**src/rtl/pvm_ram.sv**
```systemverilog
// ---------------------------------------------------------------------------
// pvm_ram: generic simple dual-port RAM
// One write port, one read port with registered read data.
// ---------------------------------------------------------------------------
`default_nettype none

module pvm_ram #(
   parameter int WIDTH = 16,
   parameter int DEPTH = 256
) (
   input  wire logic                             clock,
   input  wire logic                             wr_en,
   input  wire logic [$clog2(DEPTH)-1:0]         wr_addr,
   input  wire logic [WIDTH-1:0]                 wr_data,
   input  wire logic [$clog2(DEPTH)-1:0]         rd_addr,
   output      logic [WIDTH-1:0]                 rd_data
);

   logic [WIDTH-1:0] mem [DEPTH];

   always_ff @(posedge clock) begin
      if (wr_en) begin
         mem[wr_addr] <= wr_data;
      end
      rd_data <= mem[rd_addr];
   end

endmodule

`default_nettype wire

```
**config.mk**
```make
export PLATFORM = sky130hd
export DESIGN_NAME = pvm_ram
export DESIGN_NICKNAME = d
export VERILOG_FILES = /design/src/rtl/pvm_ram.sv
export SDC_FILE = /design/constraint.sdc
export NUM_CORES = 2
export LEC_CHECK = 0
export BUFFER_PORTS_ARGS = -buffer_cell sky130_fd_sc_hd__buf_4
export CAP_MARGIN = 15
export CORE_ASPECT_RATIO = 1.75
export CORE_MARGIN = 2
export CORE_UTILIZATION = 53
export DETAILED_ROUTE_END_ITERATION = 16
export PLACE_DENSITY_LB_ADDON = 0.05
export SETUP_SLACK_MARGIN = 0.5
export SYNTH_ARGS = -nofsm -noshare
export SYNTH_HDL_FRONTEND = slang
export SYNTH_SLANG_ARGS = --single-unit
export TNS_END_PERCENT = 5
```
**constraint.sdc**
```tcl
create_clock -name clock -period 4.8 [get_ports clock]
set_input_delay 0.96 -clock clock [delete_from_list [all_inputs] [get_ports clock]]
set_output_delay 0.96 -clock clock [all_outputs]
set_load 0.01 [all_outputs]
```
==> impl_metrics.ini <==
[run_status]
run_status = complete, no violations

[sta]
skew_ns = 0.0531
fin_crit_sh = 0.824
tns_ns = 0
rsz0062_at_grt = false
hold_violations = 0
fmax_ghz = 0.253
slew_violations = 0
timing.hold.ws_ns = 0.428
setup_ws_ns = 0.845
maxSlewHeadroom = 0.112
tightestPinTransition_ns = 1.32
min_period_ns = 3.96
finalSetupViolations = 0

[setup_path]
end_kind = flip-flop
r2r_slack_ns = 1.65
path_max_fanout = 50
r2r_cells = 6
path_cells = buf_16 > buf_12 > buf_12 > buf_12 > buf_4 > mux2i_1 > o221ai_1 > o22ai_1 > a22oi_1 > nand3_1 > nor4_1
crit_top_cell = buf_12
slowest_stage = a22oi_1
cpPeakStageDelay_ns = 0.57
crit_path_start_kind = input pin
r2r-start = mem[3][5]
crit_buf_inv = 5
critPathKind = input pin to flip-flop
cp_top_family = buffers and inverters
crit_arrival_ns = 4.77
r2r_end = rd_data[5]
cp.required_ns = 5.62

[finish]
areaGrowthSynthToFinish_pct = 12.8
drive_above_1_share = 0.259
seq_area_um2 = 123000
fin_nets = 7989
final_area_um2 = 179000
multi_input_area_um2 = 32900
num-fill-cells = 21300

[synth]
avgSynthCellArea_um2 = 21.6
synth_edf_count = 4096
netlist_instances = 7360
synth_cell_types = 52
synth.cell_area_um2 = 159000
synthFlopType = edfxtp_1
synth_seq_cells = 4112
async_reset_ff_frac = 0
yosysWarnings = 0
seq_area_frac_synth = 0.777
synth_nets = 7394

[clocking]
hold_buffers = 0
root_buffer = clkbuf_16
clk_latency_ns = 0.93
clkTransAtPathRegs_ns = 0.07
cts_resized = 0
cts_tree = built
cts_made_buffers = 362
htree_levels = 5
clock-sinks = 4112
cts_setup_buffers = 0
cts_buffer_depth = 4

[hold_path]
worst_hold_path_type = input pin to flip-flop
holdPathStages = 1
whs_endpoint = mem[65][14]
min_from = wr_data[14]

[floorplan]
ios = 50
core_um2 = 298000
start_util = 0.533
chipWidth_um = 418
num_rows = 265
die_y_um = 728
die-area_um2 = 304000

[drt]
dr.pass1.iters = 6
ant_nets = 0
wirelength_um = 446000
wire_per_inst_um = 36.8
drc = 0
drt_iter0_drc = 8592
viasPerCell = 6.47
vias = 78400

[grt]
antenna_found_initial = 19
gr-total-overflow = 0
grt_pass1_vias = 79600
track_usage = 0.294
grt_max_degree = 121
grt_first_pass_wirelength_um = 623000

[placed_design]
routabilityCongestion = 0.898
dp_hpwl_um = 284000
place_ws_ns = -0.116
numPortBuffers = 49
place_area_um2 = 167000

[pwr]
p_total_mw = 72.8
peakVddDrop_mv = 0.362
powerDensity_nw_per_um2 = 407
p_leak_nw = 57.1

[job]
cap_violations = 0
==> power breakdown <==
group,switching [mW],internal (mW)
clock,12.8,16.3
sequential,0.0709,39.6
combinational,2.58,1.37
total,15.5,57.3
==> cell families (layout without fill, tap and decap cells) <==
kind of cell / after synthesis / after routing / share of synthesized area
AO/OA/AOI/OAI: 786 / 786 / 0.0354
buffers and inverters: 456 / 1337 / 0.0169
flip-flops: 4112 / 4112 / 0.777
multiplexers: 1450 / 1450 / 0.155
other: 0 / 3 / 0
AND/OR/NAND/NOR: 556 / 556 / 0.0157
==> cell usage after synthesis, types with 2 or more instances <==
library cell  instances  share of area
nor2_1              304         0.0072
mux2i_1             565          0.036
mux4_2              797           0.11
o22ai_1             148         0.0058
a21o_1                2       0.000095
a22oi_1              43         0.0020
or2_2                 4        0.00016
a31oi_1               6        0.00024
o221ai_1            252          0.014
buf_4                26         0.0012
clkbuf_1            230         0.0054
edfxtp_1           4096           0.77
a22o_1               32         0.0018
nand3_1              35         0.0011
and3_1               11        0.00043
buf_8                11         0.0010
nand2b_1              3        0.00012
a221oi_1             28         0.0015
buf_2                76         0.0024
nand4b_1              3        0.00017
nand4_1              26         0.0010
a21oi_1             175         0.0055
o21ai_0              37         0.0012
buf_6                77         0.0055
nor4bb_1              2        0.00013
inv_1                 3       0.000071
a211oi_1             18        0.00085
buf_12                5        0.00063
nand2_1              38        0.00090
dfxtp_1              16         0.0020
or3_1                 2       0.000079
nor3_1               92         0.0029
buf_1                27        0.00064
nor4_1               17        0.00067
a2111oi_0             6        0.00033
and4_1                2        0.00011
nor2b_1               9        0.00035
o31ai_1              16        0.00076
mux2_2               88         0.0062
o32ai_1              20         0.0011
==> sequential cells by signal, summed over array words and instances, names as in the netlist <==
| signal | flops |
|---|---|
| rd_data | 16 |
| mem | 4096 |
==> routing by layer <==
layer	wire, µm	track usage	up-vias	part of all wire
li1	-	-	32400	-
met1	163000	0.365	42400	0.36
met2	232000	0.509	2880	0.52
met3	24100	0.0346	733	0.054
met4	27900	0.155	14	0.063
met5	86	0	-	0.00019
==> per-stage QoR <==
| stage | cells | util |
|---|---|---|
| after global routing | 12100 | 0.601 |
| final | 12100 | 0.601 |
| after detailed placement | 11500 | 0.562 |
| after global placement | 11500 | 0.562 |
| after CTS | 12100 | 0.601 |
| after floorplan | 7360 | - |
==> cell type report <==
type	count	area share
Clock buffer	452	0.0539
Tap cell	3871	0.0271
Inverter	4	0.000154
Antenna cell	3	0.0000419
Sequential cell	4112	0.689
Clock inverter	198	0.0109
Timing Repair Buffer	683	0.0349
Multi-Input combinational cell	2792	0.184
==> worst register-to-register path: cells and delay by family (launching register included) <==
family          cells  cell delay [ns]
compound gates      2             1.40
mux                 2             0.79
simple gates        2             0.46
flops               1             0.37
==> how the worst max path moves through the flow <==
stage	slack (ns)	startpoint	cells after the start	endpoint
after global placement	-0.16	rd_addr[0]	11	rd_data[2]
after floorplan	1.68	wr_addr[3]	6	mem[235][0]
after global routing	0.74	rd_addr[0]	11	rd_data[2]
after CTS	0.84	rd_addr[0]	11	rd_data[2]
after detailed placement	-0.12	rd_addr[0]	11	rd_data[2]
final	0.84	rd_addr[0]	11	rd_data[2]
==> cell usage in the layout (no fill, tap or decap), drive strengths merged, types with 28 or more instances in the layout <==
master,n
o22ai,148
o21ai,38
nand2,38
bufinv,39
nand3,35
clkbuf,452
buf,683
a21oi,175
nor2,304
mux2,88
nor3,92
mux4,797
a221oi,28
a22o,32
o221ai,253
mux2i,565
a22oi,43
edfxtp,4096
clkinv,138
No activity file was read; power rests on OpenSTA's default activity.
